==> config.mk <==
export PLATFORM = sky130hd
export DESIGN_NAME = cam_ctrl
export DESIGN_NICKNAME = d
export VERILOG_FILES = /design/src/cam_pkg.sv /design/src/cam_ctrl.sv
export SDC_FILE = /design/constraint.sdc
export NUM_CORES = 1
export LEC_CHECK = 0
export BUFFER_PORTS_ARGS = -buffer_cell sky130_fd_sc_hd__buf_2
export CORE_MARGIN = 2
export CORE_UTILIZATION = 48
export CTS_CLUSTER_SIZE = 25
export DETAILED_ROUTE_END_ITERATION = 12
export PLACE_DENSITY_LB_ADDON = 0.25
export SLEW_MARGIN = 20
export SYNTH_ARGS = -nofsm -noshare
export SYNTH_HDL_FRONTEND = slang
export SYNTH_SLANG_ARGS = --single-unit
==> constraint.sdc <==
create_clock -name aclk -period 1.92 [get_ports aclk]
set_clock_uncertainty 0.1 [all_clocks]
set_input_delay 0.384 -clock aclk [delete_from_list [all_inputs] [get_ports aclk]]
set_output_delay 0.384 -clock aclk [all_outputs]
set_load 0.005 [all_outputs]
==> src/cam_pkg.sv <==
`timescale 1ns / 1ps
// ----------------------------------------------------------------------------
// Camera basis package
// Shared types and constants for the yaw/pitch camera basis unit.
// ----------------------------------------------------------------------------
package cam_pkg;

    // Command codes carried on the op field.
    localparam logic [1:0] OP_SET_ANG = 2'd0;
    localparam logic [1:0] OP_ROT_ANG = 2'd1;
    localparam logic [1:0] OP_MOVE    = 2'd2;
    localparam logic [1:0] OP_SET_POS = 2'd3;

    localparam int TWO_PI_Q12  = 25736;
    localparam int HALF_PI_Q12 = 6434;
    localparam int TWO_PI_F    = 6588397;
    localparam int PI_F        = 3294199;
    localparam int HALF_PI_F   = 1647099;
    localparam int CORDIC_GAIN = 652032874;
    localparam int UNIT_Q14    = 16384;

    typedef enum logic [3:0] {
        ST_IDLE,
        ST_PREP,
        ST_CORDIC,
        ST_STORE,
        ST_MUL,
        ST_MOVE,
        ST_OUT
    } cam_state_t;

    // Controller to datapath.
    typedef struct packed {
        logic       load;      // capture the input transaction
        logic       prep;      // wrap angles and reduce the CORDIC argument
        logic       step;      // one CORDIC iteration
        logic       store;     // store CORDIC result for the current angle
        logic       mul;       // one product step
        logic       move;      // one translate step
        logic       finish;    // copy results into the output registers
        logic [3:0] cnt;       // iteration counter
        logic       sel;       // 0 yaw, 1 pitch
    } cam_cmd_t;

    // CORDIC arctangent table at 2^20 scale.
    function automatic logic signed [31:0] atan_tab(input logic [3:0] i);
        case (i)
            4'd0:    atan_tab = 32'sd823550;
            4'd1:    atan_tab = 32'sd486170;
            4'd2:    atan_tab = 32'sd256879;
            4'd3:    atan_tab = 32'sd130396;
            4'd4:    atan_tab = 32'sd65451;
            4'd5:    atan_tab = 32'sd32757;
            4'd6:    atan_tab = 32'sd16383;
            4'd7:    atan_tab = 32'sd8192;
            4'd8:    atan_tab = 32'sd4096;
            4'd9:    atan_tab = 32'sd2048;
            4'd10:   atan_tab = 32'sd1024;
            4'd11:   atan_tab = 32'sd512;
            4'd12:   atan_tab = 32'sd256;
            4'd13:   atan_tab = 32'sd128;
            4'd14:   atan_tab = 32'sd64;
            default: atan_tab = 32'sd32;
        endcase
    endfunction

    // Clamp to the closed unit range of Q2.14.
    function automatic logic signed [15:0] clamp_unit(input logic signed [47:0] v);
        if (v > 48'sd16384)
            clamp_unit = 16'sd16384;
        else if (v < -48'sd16384)
            clamp_unit = -16'sd16384;
        else
            clamp_unit = v[15:0];
    endfunction

endpackage

==> src/cam_ctrl.sv <==
`timescale 1ns / 1ps
// ----------------------------------------------------------------------------
// Camera basis controller
// Sequences the angle update, the CORDIC passes, the products and the moves.
// ----------------------------------------------------------------------------
module cam_ctrl
    import cam_pkg::*;
(
    input  logic       aclk,
    input  logic       aresetn,
    input  logic       s_valid,
    output logic       s_ready,
    input  logic [1:0] s_op,
    output logic       m_valid,
    input  logic       m_ready,
    output cam_cmd_t   cmd
);

    cam_state_t state_reg, state_next;
    logic [3:0] cnt_reg, cnt_next;
    logic       sel_reg, sel_next;
    logic       mv_reg, mv_next;
    logic       busy;

    // A finished result may wait in the output register while a new one is worked.
    assign busy    = state_reg != ST_IDLE;
    assign s_ready = !busy;

    // Next-state logic.
    always_comb begin
        state_next = state_reg;
        cnt_next   = cnt_reg;
        sel_next   = sel_reg;
        unique case (state_reg)
            ST_IDLE: begin
                if (s_valid && s_ready) begin
                    cnt_next = '0;
                    sel_next = 1'b0;
                    if (s_op == OP_SET_ANG || s_op == OP_ROT_ANG)
                        state_next = ST_PREP;
                    else if (s_op == OP_MOVE)
                        state_next = ST_MOVE;
                    else
                        state_next = ST_OUT;
                end
            end
            ST_PREP: begin
                cnt_next   = '0;
                state_next = ST_CORDIC;
            end
            ST_CORDIC: begin
                cnt_next = cnt_reg + 4'd1;
                if (cnt_reg == 4'd15)
                    state_next = ST_STORE;
            end
            ST_STORE: begin
                cnt_next = '0;
                if (sel_reg) begin
                    state_next = ST_MUL;
                end else begin
                    sel_next   = 1'b1;
                    state_next = ST_PREP;
                end
            end
            ST_MUL: begin
                cnt_next = cnt_reg + 4'd1;
                if (cnt_reg == 4'd3)
                    state_next = ST_OUT;
            end
            ST_MOVE: begin
                cnt_next = cnt_reg + 4'd1;
                if (cnt_reg == 4'd9)
                    state_next = ST_OUT;
            end
            ST_OUT: begin
                if (!mv_reg || m_ready)
                    state_next = ST_IDLE;
            end
            default: state_next = ST_IDLE;
        endcase
    end

    // Output valid tracking.
    always_comb begin
        mv_next = mv_reg;
        if (m_ready)
            mv_next = 1'b0;
        if (state_reg == ST_OUT && (!mv_reg || m_ready))
            mv_next = 1'b1;
    end

    // Command outputs.
    always_comb begin
        cmd        = '0;
        cmd.cnt    = cnt_reg;
        cmd.sel    = sel_reg;
        cmd.load   = s_valid && s_ready;
        cmd.prep   = state_reg == ST_PREP;
        cmd.step   = state_reg == ST_CORDIC;
        cmd.store  = state_reg == ST_STORE;
        cmd.mul    = state_reg == ST_MUL;
        cmd.move   = state_reg == ST_MOVE;
        cmd.finish = state_reg == ST_OUT && (!mv_reg || m_ready);
    end

    assign m_valid = mv_reg;

    always_ff @(posedge aclk) begin
        if (!aresetn) begin
            state_reg <= ST_IDLE;
            cnt_reg   <= '0;
            sel_reg   <= 1'b0;
            mv_reg    <= 1'b0;
        end else begin
            state_reg <= state_next;
            cnt_reg   <= cnt_next;
            sel_reg   <= sel_next;
            mv_reg    <= mv_next;
        end
    end

    // A result is only raised from the output state.
    a_out_src: assert property (@(posedge aclk) disable iff (!aresetn)
        $rose(m_valid) |-> $past(state_reg) == ST_OUT)
        else $error("result raised outside output state");
    // No input is taken while an item is in work.
    a_no_take: assert property (@(posedge aclk) disable iff (!aresetn)
        busy |-> !s_ready)
        else $error("input accepted while busy");
    // CORDIC pass always ends in the store state.
    a_cordic: assert property (@(posedge aclk) disable iff (!aresetn)
        (state_reg == ST_CORDIC && cnt_reg == 4'd15) |=> state_reg == ST_STORE)
        else $error("CORDIC pass did not end");

endmodule

==> results.md, run 1 <==
* Outcome: finished, final reports clean
* Post-Syn Area per Cell at 7.919 um2
* Hold Path Class: in2reg
* EDFF count, synth at 0
* Fin crit share at 93.51%
* Post-Syn Area at 625.6 um2
* WHS at 357.3 ps
* Final WL at 1.312 mm
* CTS Sinks at 9
* P per Cell Area at 1250 nW/um2
* Area of the multi-input gates at 374.1 um2
* Ports at 20
* DRT iter0 DRCs at 2
* Worst-Skew Late Latency at 260 ps
* # setup viols final at 0
* IO buf count at 19
* Largest register FFs at 4
* Post-synthesis cell type count at 34
* Worst slack at placement at 239.4 ps
* Register area share after synthesis at 28.80%
* Dominant synthesized flop cell: dfxtp_1
* Core area at 1252 um2
* Final worst slack at 124.7 ps
* Largest net degree at the start of global routing at 14
* Simple-Gate Fraction of Synth Area at 34.00%
* Area Overhead vs Synth at 16.40%
* Post-layout util at 58.14%
* Most frequent cells in the layout: buf_2, dfxtp_1, nor3_1
* RSZ-0062 raised after global routing: false
* Crit path DAT at 1310 ps
* Logic pwr share at 49.1%
* Post-Synth XOR/XNOR Area at 1.400%
* Critical Path Fanout Max at 12
* Global-route wire length before repair at 2.097 mm
* Clock power frac at 15.8%
* DP Wirelength at 998 um
* Post-layout minimum cycle time at 1795 ps
* Critical Path Source Type: register
* Tightest Pin Transition at 416.5 ps
* Max Clock Freq at 0.5570 GHz
* Setup_tns at 0 ps
* Total GRT Usage at 19.91%
* Clock transition at the registers of the reported paths at 60 ps
* TritonCTS clock tree: done
* Layout cells sized above 1 at 27.08%
* Vias in the first global route at 527
* Detailed-router iteration count before antenna repair at 2
* Mapped Nets at 87
* Reg power frac at 35.1%
* Post-synthesis register bit count at 9
* CP Capture Type: output pin
* Final count of hold timing violations at 0
* Layout filler cell count at 122
* Slew Viols, Final at 0
* Cells after Synth at 79
* Initial antenna violation count at 0
* Fraction of registers with async set/reset at 0%
* Via density at 5.315
* DIE AREA at 1608 um2
* Sw Share at 41.37%
* Mux share of post-synthesis cell area at 3.200%
* N_diodes at 0
* Final ANT Viol Nets at 0
* CTS H-tree depth at 1
* CTS buffer count at 3
* Net switching power at 0.0003766 W
* Max Root-Sink Buffers at 2
* Register area at 180.2 um2
* Grt ovf at 0
* Final net count at 105
* CP Class: reg2out
* Max cap viols at 0
* Drt wl/cell at 11.82 um
* Drc violations at 0
* Via Count at 590
* Adder-cell area share of the yosys netlist at 4.000%
* Max-slew headroom at 72.20%
* Postcts setup bufs at 0
* CTS Hold Bufs at 0
* Lkg Pwr at 0.3636 nW
* Initial Util at 49.95%
* Die Y-Extent at 40.10 um
* WP data required at 1440 ps
* Internal cell power at 0.0005337 W
* CTS root buffer: clkbuf_4
* Row count at 13
* Compound-Gate Fraction of Synth Area at 17.20%
* PostCTS Resize Cnt at 0
* Ys Warns at 0
* Die width at 40.10 um
* Commonest non-fill, non-tap cell in the layout: buf_2
* R2r setup slk at 230 ps
* Largest family of logic cells by synthesized area: simple AND/OR/NAND/NOR gates
* Max VDD drop at 739.5 uV
* RePlAce Congestion at 0.7364
-- final cells by class --
type,instances,share of cell area [%]
timing repair buffer,21,15.12
sequential,9,24.74
inverter,5,2.577
tap,15,2.577
clock buffer,4,3.608
multi-input combinational,57,51.37
-- per-layer routing --
metal	wire, um	global-route usage [%]
met5	0	0
met1	598	21.28
met3	69	3.889
met4	12	12.93
met2	631	35.08
-- path summary, 6_finish.rpt --
check / to / start / cells after the start
worst max register to register: state_reg[2] / cnt_reg[0] / 5
worst max-delay path: cmd[8] / state_reg[1] / 3
worst min register to register: cnt_reg[0] / cnt_reg[0] / 2
worst min-delay path: sel_reg / aresetn / 2
-- cells by family after synthesis --
kind of cell	count (synthesis)
muxes	2
adders and majority gates	2
AOI/OAI and AO/OA	16
buffers and inverters	13
and+or+nand+nor	36
DFF	9
xor gates and xnor gates	1
-- metrics by stage --
stage                     instance area (um2)  instances  power [W]
after detailed placement                701.9        107  0.0007735
after global routing                    728.2        111  0.0009998
final                                   728.2        111  0.0009103
after CTS                               728.2        111  0.0009238
after floorplan                         625.6         79  0.0006567
after global placement                  701.9        107  0.0007671
-- power groups by stage --
stage                     registers (W)  clock network, W  logic, W
final                          0.000320          0.000143  0.000447
after global routing           0.000330          0.000161  0.000509
after CTS                      0.000320          0.000151  0.000452
after detailed placement       0.000323                 0  0.000450
after global placement         0.000321                 0  0.000446
after floorplan                0.000267                 0  0.000390
-- Yosys cell counts, types with 2 or more instances --
master    n  area share, %
and3_1    2            2.0
nor2_1    3            1.8
nand2_1   4            2.4
nand3b_1  2            2.4
o21a_1    2            2.4
buf_2     3            2.4
nand4_1   3            3.0
ha_1      2            4.0
and3b_1   2            2.8
o21ai_0   3            2.4
a21oi_1   3            2.4
mux2i_1   2            3.2
and2_1    3            3.0
dfxtp_1   9             29
nor2b_1   3            3.0
inv_1     5            3.0
nor3_1    7            5.6
nand3_1   3            2.4
buf_4     3            3.6
-- critical path, stage by stage, from the launching register on --
cell	delay (ps)
dfxtp_1	530
buf_4	220
and3b_1	190
buf_2	120
Power figures use the tool's default switching activity.
==> inputs of run 2 (changes only) <==
SETUP_SLACK_MARGIN = 0.5   (was unset)
==> run 2 against run 1 <==
Effect of this change: worst setup slack gained 190 ps; sequential power rose by 11%; core utilization rose by 20 points; sequential cell count unchanged; die area did not move; maximum frequency is 12% higher; via count up 23%; non-clock buffer count increased by 17; routed wire length rose by 51%; worst hold slack got worse by 20 ps; largest cell class unchanged.
==> results.md, run 2 (synthesis results as in run 1) <==
* Final WL at 1.980 mm
* Most frequent cells in the layout: buf_2, buf_4, buf_6
* Max Clock Freq at 0.6229 GHz
* RePlAce Congestion at 0.7710
* Largest register FFs at 4
* R2r setup slk at 330 ps
* Setup_tns at 0 ps
* Clock transition at the registers of the reported paths at 70 ps
* DP Wirelength at 1.054 mm
* RSZ-0062 raised after global routing: true
* Tightest Pin Transition at 299.9 ps
* Final ANT Viol Nets at 0
* Outcome: finished, final reports clean
* Hold depth at 2
* Max cap viols at 0
* Grt ovf at 0
* Worst Reg-to-Reg Cells at 5
* Area Overhead vs Synth at 56.00%
* Drt wl/cell at 15.47 um
* CTS buffer count at 3
* Lkg Pwr at 0.4817 nW
* DIE AREA at 1608 um2
* Ports at 20
* Max VDD drop at 654.7 uV
* Reg-to-reg critical path startpoint: state_reg[1]
* Total GRT Usage at 25.35%
* Layout cells sized above 1 at 53.10%
* Crit path DAT at 1120 ps
* Pwr Total at 0.001316 W
* Layout filler cell count at 88
* Via density at 5.688
* Final count of hold timing violations at 0
* CTS H-tree depth at 1
* Via Count at 728
* Detailed-router iteration count before antenna repair at 4
* CTS Sinks at 9
* Hold Path Class: in2reg
* Row count at 13
* IO buf count at 19
* Initial antenna violation count at 0
* Critical Path Fanout Max at 5
* Commonest non-fill, non-tap cell in the layout: buf_2
* # setup viols final at 0
* Post-layout minimum cycle time at 1606 ps
* Max Root-Sink Buffers at 2
* Placement Cell Area at 720.7 um2
* TritonCTS clock tree: done
* WP data required at 1440 ps
* Die Y-Extent at 40.10 um
* WHS at 337.1 ps
* DRT iter0 DRCs at 18
* Post-Layout Cell Count at 128
* Die width at 40.10 um
* Critical Path Source Type: register
* CP Capture Type: output pin
* P per Cell Area at 1348 nW/um2
* Final net count at 122
* CP Class: reg2out
* Hold Path Origin: aresetn
* R2R Path End: state_reg[1]
* Vias in the first global route at 630
* Drc violations at 0
* Fin crit share at 83.62%
* CTS root buffer: clkbuf_4
* Largest net degree at the start of global routing at 12
* Worst-Skew Late Latency at 270 ps
* Core area at 1252 um2
* CTS Hold Bufs at 0
* Placed Cells at 106
* Max-slew headroom at 79.96%
* Slew Viols, Final at 0
* N_diodes at 0
* Post-route cell area at 975.9 um2
* Global-route wire length before repair at 2.628 mm
* Hold EP: cnt_reg[3]
* Initial Util at 49.95%
run 2: cell count changes in the layout (fill, tap and decap cells not counted), moves of 2 or more:
cell / before / now
dfxtp_4: 0 / 5
dfxtp_1: 9 / 3
inv_1: 5 / 3
buf_4: 2 / 13
nor3_4: 0 / 2
nor3_1: 7 / 2
buf_6: 0 / 7
nor3_2: 0 / 3
run 2: through the flow:
step	util, %	setup WS (ps)
final	77.92	314.5
after global routing	77.92	258.8
after global placement	57.54	343.6
after detailed placement	57.54	319.1
after floorplan	-	448.0
after CTS	72.43	307.1
run 2: worst max path at each step:
stage | end | start | cells after the start
6_report | cmd[8] | state_reg[1] | 3
5_1_grt | state_reg[1] | state_reg[1] | 5
4_1_cts | state_reg[1] | state_reg[1] | 5
3_5_place_dp | state_reg[1] | cnt_reg[0] | 5
3_3_place_gp | cnt_reg[3] | state_reg[1] | 4
2_1_floorplan | state_reg[1] | cnt_reg[0] | 5
run 2: worst max-delay path, stage by stage (launching register included):
cell and delay (ps):
dfxtp_4 400, buf_6 140, and3b_1 190, buf_2 120
run 2: final cells by class:
type	instances	area, um2	share of cell area (%)
Clock buffer	4	26.28	2.692
Inverter	5	21.27	2.179
Timing Repair Buffer	38	266.5	27.31
Tap cell	15	18.77	1.923
Sequential cell	9	200.2	20.51
Multi-Input combinational cell	57	442.9	45.38
run 2: power breakdown:
group | leakage, nW | switching [W] | total (W) | internal, W
sequential | 0.0773 | 0.000102 | 0.000354 | 0.000252
combinational | 0.389 | 0.000361 | 0.000799 | 0.000438
clock | 0.0150 | 0.0000819 | 0.000162 | 0.0000805
run 2: timing repair:
item                                    4_1_cts  5_1_grt
buffers inserted                             12        6
pin swaps                                     7        2
gates resized for setup                      24        9
endpoints found under the setup margin       15       16
run 2: routing by layer:
layer | global-route usage [%] | vias to the layer above | share of wire, % | wire (um)
li1 | - | 344 | - | -
met1 | 24.66 | 347 | 37 | 726
met2 | 47.58 | 27 | 54 | 1074
met3 | 3.889 | 10 | 4.7 | 94
met4 | 18.10 | 0 | 4.3 | 85
met5 | 0 | - | 0 | 0
==> inputs of run 3 (changes only) <==
CORE_UTILIZATION = 43   (was 48)
clock period = 1.4 ns   (was 1.92 ns; I/O delays follow)
==> run 3 against run 2 <==
Effect of this change: the flow now finishes with violations (negative setup slack); clock power is 30% higher; power is 72% higher; first-iteration DRC count is 5.6% higher; final area is 20% higher; non-clock buffer count is 11 higher; via count is 11% higher; core utilization is 10 points higher; critical path depth is 1 higher; worst setup slack worse by 530 ps; worst hold slack worse by 88 ps; largest cell class unchanged; largest power group unchanged.
==> results.md, run 3 (synthesis results as in run 1) <==
* Outcome: complete, but fails checks
* Failing checks: negative setup slack
* Initial Util at 46.90%
* Crit path depth at 4
* Highest-delay cell along the critical path: dfxtp_4
* TritonCTS clock tree: done
* Row count at 13
* Layout filler cell count at 60
* Final worst slack at -216.7 ps
* Max-slew headroom at 81.03%
* Grt ovf at 0
* Area Overhead vs Synth at 87.40%
* Die Y-Extent at 42.14 um
* Worst-Skew Late Latency at 260 ps
* Largest register FFs at 4
* Worst Reg-to-Reg Cells at 5
* R2R Path End: state_reg[2]
* Global-route wire length before repair at 3.318 mm
* Crit path DAT at 1240 ps
* CTS Sinks at 9
* Clock transition at the registers of the reported paths at 70 ps
* RePlAce Congestion at 0.8215
* P per Cell Area at 1925 nW/um2
* Final ANT Viol Nets at 0
* Reg-to-reg critical path startpoint: cnt_reg[1]
* Core area at 1334 um2
* DP Wirelength at 1.171 mm
* Max cap viols at 0
* RSZ-0062 raised after global routing: true
* Final net count at 133
* Critical Path Source Type: register
* Most frequent cells in the layout: buf_4, buf_6, buf_2
* DR WL met3 at 178 um
* Layout cells sized above 1 at 65.32%
* Detailed-router iteration count before antenna repair at 4
* CP Capture Type: output pin
* Final WL at 2.522 mm
* Max Clock Freq at 0.6186 GHz
* CTS buffer count at 3
* Met2 WL at 1.215 mm
* CTS Hold Bufs at 0
* CP Class: reg2out
* CTS root buffer: clkbuf_4
* Die width at 42.14 um
* Max Root-Sink Buffers at 2
* Slew Viols, Final at 0
* Uppermost layer routed: met4
* DIE AREA at 1776 um2
* WP data required at 1020 ps
* Crit-path max cell delay at 360 ps
* Via Count at 808
* Worst setup endpoint: cmd[11]
* CP Cell Sequence: buf_8 -> nor3_4 -> and2_4 -> buf_6
* Hold depth at 2
* Ports at 20
* IO buf count at 19
* Tightest Pin Transition at 283.6 ps
* # setup viols final at 15
* Pwr Total at 0.002257 W
* Initial antenna violation count at 0
* Largest net degree at the start of global routing at 12
* N_diodes at 0
* Drt wl/cell at 18.14 um
* Via density at 5.813
* CP startpoint: state_reg[2]
* Total GRT Usage at 24.33%
* Final count of hold timing violations at 0
* Largest delay share family, worst path: simple AND/OR/NAND/NOR gates
* CP bufs+invs at 2
* Post-layout minimum cycle time at 1617 ps
* CTS H-tree depth at 1
* Hold Path Class: in2reg
* Vias in the first global route at 724
* Commonest non-fill, non-tap cell in the layout: buf_4
* Critical Path Fanout Max at 6
* Fin crit share at 115.5%
* Post-layout util at 87.90%
* Drc violations at 0
* R2r setup slk at -180 ps
* Max VDD drop at 1329 uV
* Lkg Pwr at 0.5596 nW
* WL met1 at 1.067 mm
* DRT iter0 DRCs at 19
## run 3: worst reg2reg max path, cell delays in order (launching register included)
cell and delay (ps):
dfxtp_4 360, ha_4 130, or4b_4 460, nand4_1 90
o21a_2 170, mux2i_1 190
## run 3: final cells by class
type,count,area [um2],share of cell area [%]
clock buffer,4,26.28,2.241
inverter,5,25.02,2.134
multi-input combinational,57,489.2,41.73
sequential,9,206.4,17.61
tap,15,18.77,1.601
timing repair buffer,49,406.6,34.69
## run 3: worst min-delay path by stage
stage | start | slack [ps] | endpoint
2_1_floorplan | aresetn | 340 | state_reg[2]
3_3_place_gp | sel_reg | 490 | sel_reg
3_5_place_dp | sel_reg | 520 | sel_reg
4_1_cts | aresetn | 240 | cnt_reg[3]
5_1_grt | aresetn | 250 | m_valid
6_report | aresetn | 250 | cnt_reg[3]
## run 3: layer usage
layer  up-vias  global-route usage, %
met2        49                  40.94
met4         0                  9.375
li1        368                      -
met5         -                      0
met1       381                  29.95
met3        10                  5.603
## run 3: metrics by stage
step / area [um2] / setup slack [ps] / cells / TNS [ps] / hold WS (ps)
CTS: 1049 / -165.1 / 133 / -1335 / 242.2
floorplan: 695.7 / -71.94 / 79 / -193.7 / 343.4
global placement: 834.6 / -60.99 / 117 / -226.0 / 485.4
finish: 1172 / -216.7 / 139 / -1747 / 249.0
global route: 1172 / -254.0 / 139 / -2265 / 246.9
detailed placement: 834.6 / -131.8 / 117 / -387.6 / 519.1
## run 3: repair_timing
action,4_1_cts,5_1_grt
endpoints found under the hold margin,0,0
gates resized for setup,28,19
setup endpoints to repair,23,23
buffers inserted,12,6
pin swaps,5,7
## run 3: where the power goes
group	internal (W)	leakage, nW	switching (W)
registers	0.000344	0.0791	0.0000926
clock network	0.000110	0.0150	0.000100
logic	0.000890	0.465	0.000720
total	0.00134	0.560	0.000913
